==> config.mk <==
export PLATFORM = sky130hd
export DESIGN_NAME = conveyor_interlock_controller_core
export DESIGN_NICKNAME = d
export VERILOG_FILES = /design/src/cic_pkg.sv /design/src/cic_in_stage.sv /design/src/cic_step.sv /design/src/conveyor_interlock_controller_core.sv
export SDC_FILE = /design/constraint.sdc
export NUM_CORES = 1
export LEC_CHECK = 0
export ABC_AREA = 0
export BUFFER_PORTS_ARGS = -buffer_cell sky130_fd_sc_hd__buf_2
export CELL_PAD_IN_SITES_DETAIL_PLACEMENT = 2
export CELL_PAD_IN_SITES_GLOBAL_PLACEMENT = 2
export CORE_MARGIN = 2
export CORE_UTILIZATION = 38
export CTS_CLUSTER_SIZE = 30
export DETAILED_ROUTE_END_ITERATION = 6
export MAX_ROUTING_LAYER = met4
export PLACE_DENSITY_LB_ADDON = 0.1
export SLEW_MARGIN = 15
export SYNTH_ARGS = -nofsm -noshare
export SYNTH_HDL_FRONTEND = slang
export SYNTH_SLANG_ARGS = --single-unit
==> constraint.sdc <==
create_clock -name i_clk -period 8.22 [get_ports i_clk]
set_clock_uncertainty 0.2 [all_clocks]
set_input_delay 1.233 -clock i_clk [delete_from_list [all_inputs] [get_ports i_clk]]
set_output_delay 1.233 -clock i_clk [all_outputs]
set_load 0.02 [all_outputs]
==> src/cic_pkg.sv <==
// ---------------------------------------------------------------------------
// cic_pkg : conveyor interlock controller shared definitions
// Types, codes and constants shared by the controller modules.
// ---------------------------------------------------------------------------
package cic_pkg;

    localparam int COUNT_W     = 8;   // box counter width
    localparam int COUNT_OUT_W = 8;   // reported count width
    localparam int TIMER_W     = 16;
    localparam int CFG_W       = 16;
    localparam int CFG_IDX_W   = 1;
    localparam int ANGLE_W     = 8;

    localparam logic [CFG_IDX_W-1:0] CFG_METAL_HOLD = 1'b0;
    localparam logic [CFG_IDX_W-1:0] CFG_CLEAR_HOLD = 1'b1;

    localparam logic [TIMER_W-1:0] METAL_HOLD_RST = 16'd1000;
    localparam logic [TIMER_W-1:0] CLEAR_HOLD_RST = 16'd1500;

    localparam logic signed [ANGLE_W-1:0] ANGLE_CLEAR = 8'sd90;
    localparam logic signed [ANGLE_W-1:0] ANGLE_PUSH  = -8'sd90;

    localparam logic signed [COUNT_W-1:0] COUNT_MAX = {1'b0, {(COUNT_W-1){1'b1}}};
    localparam logic signed [COUNT_W-1:0] COUNT_MIN = {1'b1, {(COUNT_W-1){1'b0}}};

    typedef enum logic [3:0] {
        ST_IDLE        = 4'd0,
        ST_WAIT_GUARD  = 4'd1,
        ST_RESET_COUNT = 4'd2,
        ST_MOVE        = 4'd3,
        ST_CHECK       = 4'd4,
        ST_INVALID     = 4'd5,
        ST_METAL       = 4'd6,
        ST_EMERGENCY   = 4'd7,
        ST_CLEAR       = 4'd8
    } t_ctrl_state;

    typedef enum logic [1:0] {
        LED_OFF  = 2'd0,
        LED_ON   = 2'd1,
        LED_SLOW = 2'd2,
        LED_FAST = 2'd3
    } t_led;

    typedef struct packed {
        logic mode;            // 0 sensor sample, 1 time tick
        logic gate_start;
        logic gate_end;
        logic guard_left;
        logic guard_right;
        logic metal_sensed;
        logic emergency_pressed;
        logic reset_pressed;
    } t_item;

    typedef struct packed {
        t_ctrl_state                 state;
        logic signed [COUNT_W-1:0]   boxes;
        logic                        last_gate_start;
        logic                        last_gate_end;
        logic [TIMER_W-1:0]          hold_timer;
    } t_ctrl_regs;

    typedef struct packed {
        t_ctrl_state                   state_code;
        t_led                          led_mode;
        logic                          motor_on;
        logic signed [ANGLE_W-1:0]     servo_angle;
        logic signed [COUNT_OUT_W-1:0] count_now;
    } t_result;

endpackage

==> src/cic_in_stage.sv <==
// ---------------------------------------------------------------------------
// cic_in_stage : input register
// Captures one input beat and holds it until the result stage has room.
// ---------------------------------------------------------------------------
module cic_in_stage import cic_pkg::*; (
    input  logic       i_clk,
    input  logic       i_rst_n,
    input  logic       s_axis_tvalid,
    output logic       s_axis_tready,
    input  logic [7:0] s_axis_tdata,   // gate_start, gate_end, guard_left,
                                       // guard_right, metal_sensed,
                                       // emergency_pressed, reset_pressed, 0
    input  logic       s_axis_tuser,   // mode
    input  logic       i_out_free,
    output logic       o_valid,
    output t_item      o_item
);

    logic  r_valid;
    t_item r_item;
    logic  w_take;

    assign s_axis_tready = !r_valid || i_out_free;
    assign w_take        = s_axis_tvalid && s_axis_tready;

    always_ff @(posedge i_clk) begin
        if (!i_rst_n) begin
            r_valid <= 1'b0;
        end else if (s_axis_tready) begin
            r_valid <= s_axis_tvalid;
        end
    end

    always_ff @(posedge i_clk) begin
        if (w_take) begin
            r_item.mode              <= s_axis_tuser;
            r_item.gate_start        <= s_axis_tdata[0];
            r_item.gate_end          <= s_axis_tdata[1];
            r_item.guard_left        <= s_axis_tdata[2];
            r_item.guard_right       <= s_axis_tdata[3];
            r_item.metal_sensed      <= s_axis_tdata[4];
            r_item.emergency_pressed <= s_axis_tdata[5];
            r_item.reset_pressed     <= s_axis_tdata[6];
        end
    end

    assign o_valid = r_valid;
    assign o_item  = r_item;

endmodule

==> src/cic_step.sv <==
// ---------------------------------------------------------------------------
// cic_step : controller update logic
// Box counting, hold timers and the interlock state machine for one item.
// ---------------------------------------------------------------------------
module cic_step import cic_pkg::*; (
    input  t_item              i_item,
    input  t_ctrl_regs         i_regs,
    input  logic [TIMER_W-1:0] i_metal_hold,
    input  logic [TIMER_W-1:0] i_clear_hold,
    output t_ctrl_regs         o_regs,
    output t_result            o_result
);

    t_ctrl_state w_emit_state;

    // next state
    always_comb begin
        t_ctrl_state               st;
        logic [TIMER_W-1:0]        tmr;
        logic signed [COUNT_W-1:0] cnt;
        logic                      end_edge;
        logic                      both_guards;

        o_regs      = i_regs;
        st          = i_regs.state;
        tmr         = i_regs.hold_timer;
        cnt         = i_regs.boxes;
        end_edge    = i_item.gate_end && !i_regs.last_gate_end;
        both_guards = i_item.guard_left && i_item.guard_right;

        if (i_item.mode) begin
            if (st inside {ST_METAL, ST_CLEAR}) begin
                if (tmr != '0) begin
                    tmr = tmr - 1'b1;
                end
                if (tmr == '0) begin
                    st = (st == ST_METAL) ? ST_MOVE : ST_IDLE;
                end
            end
        end else begin
            if (i_item.gate_start && !i_regs.last_gate_start && cnt < COUNT_MAX) begin
                cnt = cnt + 1'b1;
            end
            if (end_edge && cnt > COUNT_MIN) begin
                cnt = cnt - 1'b1;
            end

            case (st)
                ST_IDLE: begin
                    if (i_item.emergency_pressed) st = ST_EMERGENCY;
                    else if (i_item.gate_start)   st = ST_WAIT_GUARD;
                end
                ST_WAIT_GUARD: begin
                    if (i_item.emergency_pressed) st = ST_EMERGENCY;
                    else if (both_guards)         st = ST_MOVE;
                end
                ST_MOVE: begin
                    if (i_item.emergency_pressed) begin
                        st = ST_EMERGENCY;
                    end else if (!both_guards) begin
                        st = ST_WAIT_GUARD;
                    end else if (i_item.metal_sensed) begin
                        st  = ST_METAL;
                        tmr = i_metal_hold;
                    end else if (end_edge) begin
                        st = ST_CHECK;
                    end
                end
                ST_CHECK: begin
                    if (cnt == '0) begin
                        st  = ST_CLEAR;
                        tmr = i_clear_hold;
                    end else if (cnt > 0) begin
                        st = ST_MOVE;
                    end else begin
                        st = ST_INVALID;
                    end
                end
                ST_INVALID, ST_EMERGENCY: begin
                    if (i_item.reset_pressed) st = ST_RESET_COUNT;
                end
                ST_METAL, ST_CLEAR: begin
                    st = i_regs.state;
                end
                default: begin
                    st = ST_IDLE;
                end
            endcase
            o_regs.last_gate_start = i_item.gate_start;
            o_regs.last_gate_end   = i_item.gate_end;
        end

        // reset count reports once, then drops to idle
        w_emit_state = st;
        if (st == ST_RESET_COUNT) begin
            cnt = '0;
            st  = ST_IDLE;
        end
        o_regs.state      = st;
        o_regs.boxes      = cnt;
        o_regs.hold_timer = tmr;
    end

    // actuator outputs
    always_comb begin
        o_result.state_code  = w_emit_state;
        o_result.led_mode    = LED_SLOW;
        o_result.motor_on    = 1'b0;
        o_result.servo_angle = ANGLE_CLEAR;
        o_result.count_now   = COUNT_OUT_W'(o_regs.boxes);
        case (w_emit_state)
            ST_IDLE: begin
                o_result.led_mode = LED_OFF;
            end
            ST_MOVE, ST_CHECK: begin
                o_result.led_mode = LED_ON;
                o_result.motor_on = 1'b1;
            end
            ST_METAL: begin
                o_result.led_mode    = LED_ON;
                o_result.servo_angle = ANGLE_PUSH;
            end
            ST_CLEAR: begin
                o_result.motor_on = 1'b1;
            end
            ST_EMERGENCY: begin
                o_result.led_mode = LED_FAST;
            end
            default: begin
                o_result.led_mode = LED_SLOW;
            end
        endcase
    end

endmodule

==> src/conveyor_interlock_controller_core.sv <==
// ---------------------------------------------------------------------------
// conveyor_interlock_controller_core : conveyor interlock controller
// Two-hand guard interlock, emergency stop, metal ejection and box counting.
//
//   channel  | dir | handshake             | payload
//   ---------+-----+-----------------------+---------------------------------
//   s_axis   | in  | tvalid / tready       | tdata: gates, guards, buttons;
//            |     |                       | tuser: mode (0 sample, 1 tick)
//   m_axis   | out | tvalid / tready       | tdata: state, led, motor,
//            |     |                       | servo angle, count
//   cfg      | in  | i_cfg_we              | i_cfg_idx, i_cfg_wdata
//
// One beat per cycle sustained while the output is not stalled; each beat gives one
// result, registered in the input register, then in the result register.
// Reset: state idle, count and timer zero, hold registers 1000 and 1500.
// A stalled output holds the result register; the input register keeps
// taking a beat while it is empty or while the result stage moves.
// ---------------------------------------------------------------------------
module conveyor_interlock_controller_core import cic_pkg::*; (
    input  logic                 i_clk,
    input  logic                 i_rst_n,
    input  logic                 s_axis_tvalid,
    output logic                 s_axis_tready,
    input  logic [7:0]           s_axis_tdata,  // gate_start, gate_end, guard_left,
                                                // guard_right, metal_sensed,
                                                // emergency_pressed, reset_pressed, 0
    input  logic                 s_axis_tuser,  // mode
    output logic                 m_axis_tvalid,
    input  logic                 m_axis_tready,
    output logic [23:0]          m_axis_tdata,  // state_code[3:0], led_mode[5:4],
                                                // motor_on[6], servo_angle[14:7],
                                                // count_now[22:15], 0
    input  logic                 i_cfg_we,
    input  logic [CFG_IDX_W-1:0] i_cfg_idx,
    input  logic [CFG_W-1:0]     i_cfg_wdata
);

    logic [TIMER_W-1:0] r_metal_ticks;
    logic [TIMER_W-1:0] r_clear_ticks;
    t_ctrl_regs         r_ctrl;
    t_ctrl_regs         n_ctrl;
    t_result            r_result;
    t_result            n_result;
    logic               r_out_valid;
    logic               w_out_free;
    logic               w_in_valid;
    logic               w_advance;
    t_item              w_item;

    always_ff @(posedge i_clk) begin
        if (!i_rst_n) begin
            r_metal_ticks <= METAL_HOLD_RST;
            r_clear_ticks <= CLEAR_HOLD_RST;
        end else if (i_cfg_we) begin
            case (i_cfg_idx)
                CFG_METAL_HOLD: r_metal_ticks <= i_cfg_wdata;
                CFG_CLEAR_HOLD: r_clear_ticks <= i_cfg_wdata;
                default: ;
            endcase
        end
    end

    assign w_out_free = !r_out_valid || m_axis_tready;
    assign w_advance  = w_in_valid && w_out_free;

    cic_in_stage u_in_stage (
        .i_clk         (i_clk),
        .i_rst_n       (i_rst_n),
        .s_axis_tvalid (s_axis_tvalid),
        .s_axis_tready (s_axis_tready),
        .s_axis_tdata  (s_axis_tdata),
        .s_axis_tuser  (s_axis_tuser),
        .i_out_free    (w_out_free),
        .o_valid       (w_in_valid),
        .o_item        (w_item)
    );

    cic_step u_step (
        .i_item       (w_item),
        .i_regs       (r_ctrl),
        .i_metal_hold (r_metal_ticks),
        .i_clear_hold (r_clear_ticks),
        .o_regs       (n_ctrl),
        .o_result     (n_result)
    );

    // advance controller state only when the beat moves into the result register
    always_ff @(posedge i_clk) begin
        if (!i_rst_n) begin
            r_ctrl.state           <= ST_IDLE;
            r_ctrl.boxes           <= '0;
            r_ctrl.last_gate_start <= 1'b0;
            r_ctrl.last_gate_end   <= 1'b0;
            r_ctrl.hold_timer      <= '0;
            r_out_valid            <= 1'b0;
        end else begin
            if (w_advance) begin
                r_ctrl <= n_ctrl;
            end
            if (w_out_free) begin
                r_out_valid <= w_in_valid;
            end
        end
    end

    always_ff @(posedge i_clk) begin
        if (w_advance) begin
            r_result <= n_result;
        end
    end

    assign m_axis_tvalid = r_out_valid;
    assign m_axis_tdata  = {1'b0,
                            r_result.count_now,
                            r_result.servo_angle,
                            r_result.motor_on,
                            r_result.led_mode,
                            r_result.state_code};

endmodule
* Word level (Yosys, flattened, before mapping)
Cells that the tools add are included.
** Word-level totals
- Logic and storage cells :: 112
- Register bits :: 95
- Output and inout bits :: 26
- Bits of input ports :: 31
** Operators by class
- Bitwise operators :: 2
- Equality and inequality tests :: 18
- Reductions and logical operators :: 28
- Multiplexer cells :: 36
- Magnitude comparators :: 3
- Add/subtract/negate cells :: 3
** Operators with widths (count)
- $mux W16 :: 9
- $mux W4 :: 14
- $mux W8 :: 7
- $pmux W16 S2 :: 1
- $eq A4 B3 Y1 const B :: 7
- $pmux W4 S6 :: 1
- $logic_not A16 Y1 :: 1
- $reduce_bool A16 Y1 :: 1
- $sub A16 B1 Y16 const B :: 1
- $eq A4 B2 Y1 const B :: 3
- $add A8 B1 Y8 const B :: 1
- $eq A4 B4 Y1 const B :: 2
- $gt A8 B1 Y1 const B :: 1
- $gt A8 B8 Y1 const B :: 1
- $logic_not A4 Y1 :: 2
- $logic_not A8 Y1 :: 1
- $lt A8 B8 Y1 const B :: 1
- $sub A8 B1 Y8 const B :: 1
- $logic_and A1 B1 Y1 :: 7
- $reduce_and A7 Y1 :: 1
- $ne A3 B2 Y1 const B :: 2
- $ne A3 B3 Y1 const B :: 2
- $pmux W2 S3 :: 1
- $reduce_and A2 Y1 :: 3
- 12 further kinds :: 19

* Longest topological paths before layout
- Depth after elaboration :: 17
- Gate-level depth with buffers :: 15
- Gate-level depth less buffers :: 14

* Hierarchy
Synthesis repeated with hierarchy kept, for this count alone.
** Second synthesis, totals
- Cell total of the unflattened synthesis :: 762
- Area, all modules :: 6241.0 sq um
** Modules (own cells, without submodules)
- conveyor_interlock_controller_core :: area an instance 3139.3 sq um, times used 1, sequential area each 1951.9 sq um, cells each 303
- cic_step :: area an instance 2803.9 sq um, times used 1, sequential area each 0.0 sq um, cells each 446
- cic_in_stage :: area an instance 297.8 sq um, times used 1, sequential area each 260.2 sq um, cells each 13

* Least setup slack after synthesis
No wires, ideal clock.
- Path kind :: register -> register
- Start point :: register r_ctrl[19] in the netlist's numbering
- End point :: register r_result, in the netlist m_axis_tdata[6] (data pin)
- Period minus slack after synthesis :: 4.105 ns
- Buffers on the path :: 0
- Arrival :: 3.639 ns
- Required time :: 7.755 ns
- Path slack :: 4.115 ns
- Cell stages (with the launch flop) :: 14
- Setup time :: 0.265 ns
- Path through :: dfxtp_1 ha_1 nand4b_1 o21ai_1 mux2i_1 ha_1 o311a_1 a31oi_1 o31ai_2 mux2i_1 nor4_2 o31ai_1 nor4_1 or3_1
** RTL lines
- from (decl) :: line conveyor_interlock_controller_core.sv:40 : t_ctrl_regs r_ctrl;
- from (signal assigned) :: line conveyor_interlock_controller_core.sv:98 : r_ctrl <= n_ctrl;
- to (signal assigned) :: line conveyor_interlock_controller_core.sv:108 : r_result <= n_result;
- to (decl) :: line conveyor_interlock_controller_core.sv:42 : t_result r_result;

* Final worst setup path
- Start point :: register r_ctrl[18] in the netlist's numbering
- End point :: register r_ctrl[9] in the netlist's numbering
** On the way
- Longest elaborated chain between the ends :: 11
- Elaborated cells on any way between the ends :: 13
- Classes of those cells :: add/sub (2); order compare (2); eq/ne (1); mux (4); reduce/logical (4)
** RTL lines
- $lt A8 B8 Y1 :: line cic_step.sv:41 : if (i_item.gate_start && !i_regs.last_gate_start && cnt < COUNT_MAX) begin
- $logic_and A1 B1 Y1 :: line cic_step.sv:41
- $mux W8 (*) :: line cic_step.sv:41
- $mux W8 (*) :: line cic_step.sv:31 : if (i_item.mode) begin
- $gt A8 B8 Y1 :: line cic_step.sv:44 : if (end_edge && cnt > COUNT_MIN) begin
- $logic_and A1 B1 Y1 :: line cic_step.sv:44
- $mux W8 (*) :: line cic_step.sv:44
- $mux W8 (*) :: line cic_step.sv:31
- $logic_not A8 Y1 (*) :: line cic_step.sv:70 : if (cnt == '0) begin
- $ne A3 B2 Y1 (no line) (*)
- $reduce_and A7 Y1 (no line) (*)
Mark *: on every way between the ends. The rest lies on a longest branch, timed or not. The select of a mux whose other input is x is not followed.
A chain may end at the register's enable or synchronous reset.

==> results.md <==
- Status: completed
- Pwr/cell area: between 150 and 200 nW/um2
- Min-delay src: r_metal_ticks[11]$_SDFFE_PN0P_
- Layout Area Growth over Synthesis: 11.6%
- Vias in the first global route: 5438
- Top_reg_cell synth: dfxtp_1
- Ys async rst share: 0%
- Leakage: approximately 2.2 nW
- Adder-Cell Fraction of Synth Area: 0.713%
- Final GP Congestion: 0.909
- # diodes: 0
- Wire per inst: 20.6 um
- Clock-pin transition on the worst setup and hold timing paths: 0.06 ns
- Drt via density: 5.89
- Ratio of cells with drive above 1 in the final layout: around 15%
- RSZ-0062 raised after global routing: no
- Final core utilization: 42.8%
- IO buf count: 52
- WHS Path Cells: 2
- Synthesized instance count: 655
- Largest family of logic cells by synthesized area: simple AND/OR/NAND/NOR gates
- Initial DRC count: 251
- Later-pin clock latency in the skew report: 0.35 ns
- Post-Synth Simple-Gate Area: 27.5%
- Router iterations before antenna repair: 4
- Total Wirelength: 17.7 mm
- Height of the die: 122 um
- CP Capture Type: register
- I/O Pins: between 50 and 60
- Die X: 122 um
- DP Worst Slack: 2.93 ns
- Final-report hold violation count: 0
- Busiest grt layer: met2
- Fin worst setup slack: 2.76 ns
- Area share of the largest cell type after synthesis: roughly a quarter
- Starting density of the core: approximately two fifths
- Post_cts resized: 0
- Met1 Use GR: a little under 30%
- Area fraction in compound gates after synthesis: a little over a fifth
- Placed insts: 844
- Post-route ant nets: 0
- CP Launch Type: register
- GR met3 Demand/Resource: around 3.8%
- CP Max Fanout: 11
- Hold Crit Class: register to register
- Hold Crit Endpoint: r_metal_ticks[11]$_SDFFE_PN0P_
- Row count: 43
- Root Buffer Master: clkbuf_16
- Num CTS Buffers: 9
- Core area: 13700 um2
- Slew @ Worst Pin: 0.920 ns
- Cts hold-fix bufs: 0
- Final setup fails: 0
- Reg2reg start: r_ctrl[18]$_SDFFE_PN0P_
- Reg2Reg Setup Slack: 2.76 ns
- CTS HTree Levels: 3
- DP HPWL: 12.4 mm
- Worst EP required: 8.29 ns
- Distinct cells, synth: 83
- TNS Setup: 0 ns
- XOR/XNOR Fraction of Synth Area: 1.66%
- Total GRT Usage: 25.6%
- Sequential area share after synthesis: just under 40%
- Worst flop-to-flop path endpoint: r_ctrl[9]$_SDFFE_PN0P_
- Die area: 14800 um2
- Post-synth EDFFs: 25
- Worst r2r path cells: 14
- First-pass GRT wire length: 28.7 mm
- Cell Area, Synth: 5270 um2
- Period utilization: 66.4%
- Clock Sinks: a little under 90
- Yosys top cell by area: dfxtp_1
- Most frequent cells in the layout: nand2_1 (109), a21oi_1 (65), dfxtp_1 (64)
- Commonest non-fill, non-tap cell in the layout: nand2_1
- Fmax: approximately 180 MHz
- Largest net degree at the start of global routing: 58
- Worst Path Arrival: 5.54 ns
- Post-CTS Repair Setup Buffers: 0
- Post-Layout Cell Count: 860
- Mux share of post-synthesis cell area: under 10%
- Met2 usage: 46.5%
- Yosys reg bits: 89
- Max Cap Viol: 0
- Slew headroom: 38.3%
- CTS max path bufs: 2
- Initial antenna violation count: 0
- Final min period: 5.46 ns
- Synth top area cells: dfxtp_1 (24%), edfxtp_1 (14%), nand2_1 (7.8%)
- Crit path kind: register to register
- Synth warn: 0
- DRC: 0
- # nets final: 709
- Slew Limit Fails: 0
- CTS tree: built
- Remaining Overflow, GRT: 0
- Peak supply drop: about 86 uV
- Routed via count: between 5000 and 6000
- Post-synthesis area per instance: 8.04 um2
[Yosys cell counts (5+ instances only)]
| library cell | count |
|---|---|
| or2_2 | 5 |
| xor2_1 | 5 |
| inv_1 | 13 |
| nor2b_1 | 10 |
| nand2b_1 | 6 |
| nand4_1 | 5 |
| o22ai_1 | 6 |
| nand4b_1 | 5 |
| and2_1 | 5 |
| a211oi_1 | 8 |
| clkbuf_1 | 34 |
| buf_4 | 7 |
| buf_2 | 5 |
| a21oi_1 | 65 |
| nor2_1 | 55 |
| nand2_1 | 109 |
| dfxtp_1 | 64 |
| edfxtp_1 | 25 |
| o21a_1 | 6 |
| xnor2_1 | 5 |
| o31ai_1 | 5 |
| mux2i_1 | 22 |
| a31oi_1 | 8 |
| nor3_1 | 20 |
| nand3_1 | 29 |
| o21ai_0 | 28 |
| nor4_1 | 11 |
[critical path, stage by stage (launching register included)]
cell,delay [ns]
dfxtp_1,0.56
ha_1,0.33
nand4b_1,0.36
o21ai_1,0.55
mux2i_1,0.30
ha_1,0.29
o311a_1,0.21
a31oi_1,0.09
o31ai_2,0.44
mux2i_1,0.17
nor4_2,0.58
a21oi_1,0.23
o21ai_2,0.51
nand2_1,0.32
o21ai_0,0.23
[report_power, final]
part / leakage [nW] / internal (mW) / switching (mW) / total (mW)
Sequential: 0.761 / 0.475 / 0.0194 / 0.495
Clock: 0.146 / 0.242 / 0.177 / 0.419
Combinational: 1.28 / 0.0730 / 0.138 / 0.211
Total: 2.19 / 0.790 / 0.334 / 1.12
[logic make-up after synthesis]
kind of cell / count (synthesis)
xor+xnor: 10
other cells: 2
buf+inv: 66
mux: 23
flops: 89
simple gates: 290
compound gates: 172
fa+ha+maj: 3
[through the flow]
| step | cell area, um2 | power (mW) | hold WS [ns] |
|---|---|---|---|
| finish | 5880 | 1.12 | 0.257 |
| global route | 5880 | 1.18 | 0.285 |
| CTS | 5880 | 1.13 | 0.259 |
| detailed placement | 5570 | 0.714 | 0.250 |
| global placement | 5570 | 0.705 | 0.239 |
| floorplan | 5270 | 0.649 | 0.232 |
[layout make-up]
cell class              count  area, um2
clock inverters             3       21.3
flip-flops and latches     89       2030
fillers                  1572       7840
repair buffers             57        298
multi-input cells         501       2950
inverters                  17       66.3
clock buffers              13        283
well taps                 180        225
[worst max-delay path by stage]
stage | start | cells after the start | slack [ns] | end
global placement | r_ctrl[18]$_SDFFE_PN0P_ | 14 | 3.06 | r_ctrl[8]$_SDFFE_PN0P_
global route | r_ctrl[18]$_SDFFE_PN0P_ | 14 | 2.36 | r_ctrl[8]$_SDFFE_PN0P_
finish | r_ctrl[18]$_SDFFE_PN0P_ | 14 | 2.76 | r_ctrl[9]$_SDFFE_PN0P_
detailed placement | r_ctrl[18]$_SDFFE_PN0P_ | 14 | 2.93 | r_ctrl[8]$_SDFFE_PN0P_
CTS | r_ctrl[18]$_SDFFE_PN0P_ | 14 | 2.84 | r_ctrl[8]$_SDFFE_PN0P_
floorplan | r_ctrl[19]$_SDFFE_PN0P_ | 13 | 4.12 | m_axis_tdata[6]$_DFFE_PP_
[per-layer routing]
layer | vias to the layer above | routed length (um)
met5 | - | 0
met4 | 0 | 347
met3 | 25 | 454
met2 | 78 | 9410
met1 | 2553 | 7520
li1 | 2410 | -
[sequential cells by signal, summed over array words and instances (netlist names)]
| signal | flops |
|---|---|
| m_axis_tdata | 17 |
| r_clear_ticks | 16 |
| r_metal_ticks | 16 |
| u_in_stage.o_valid | 1 |
| m_axis_tvalid | 1 |
| u_in_stage.o_item | 8 |
| r_ctrl | 30 |
Note: power is estimated with default switching activity, not from simulation.
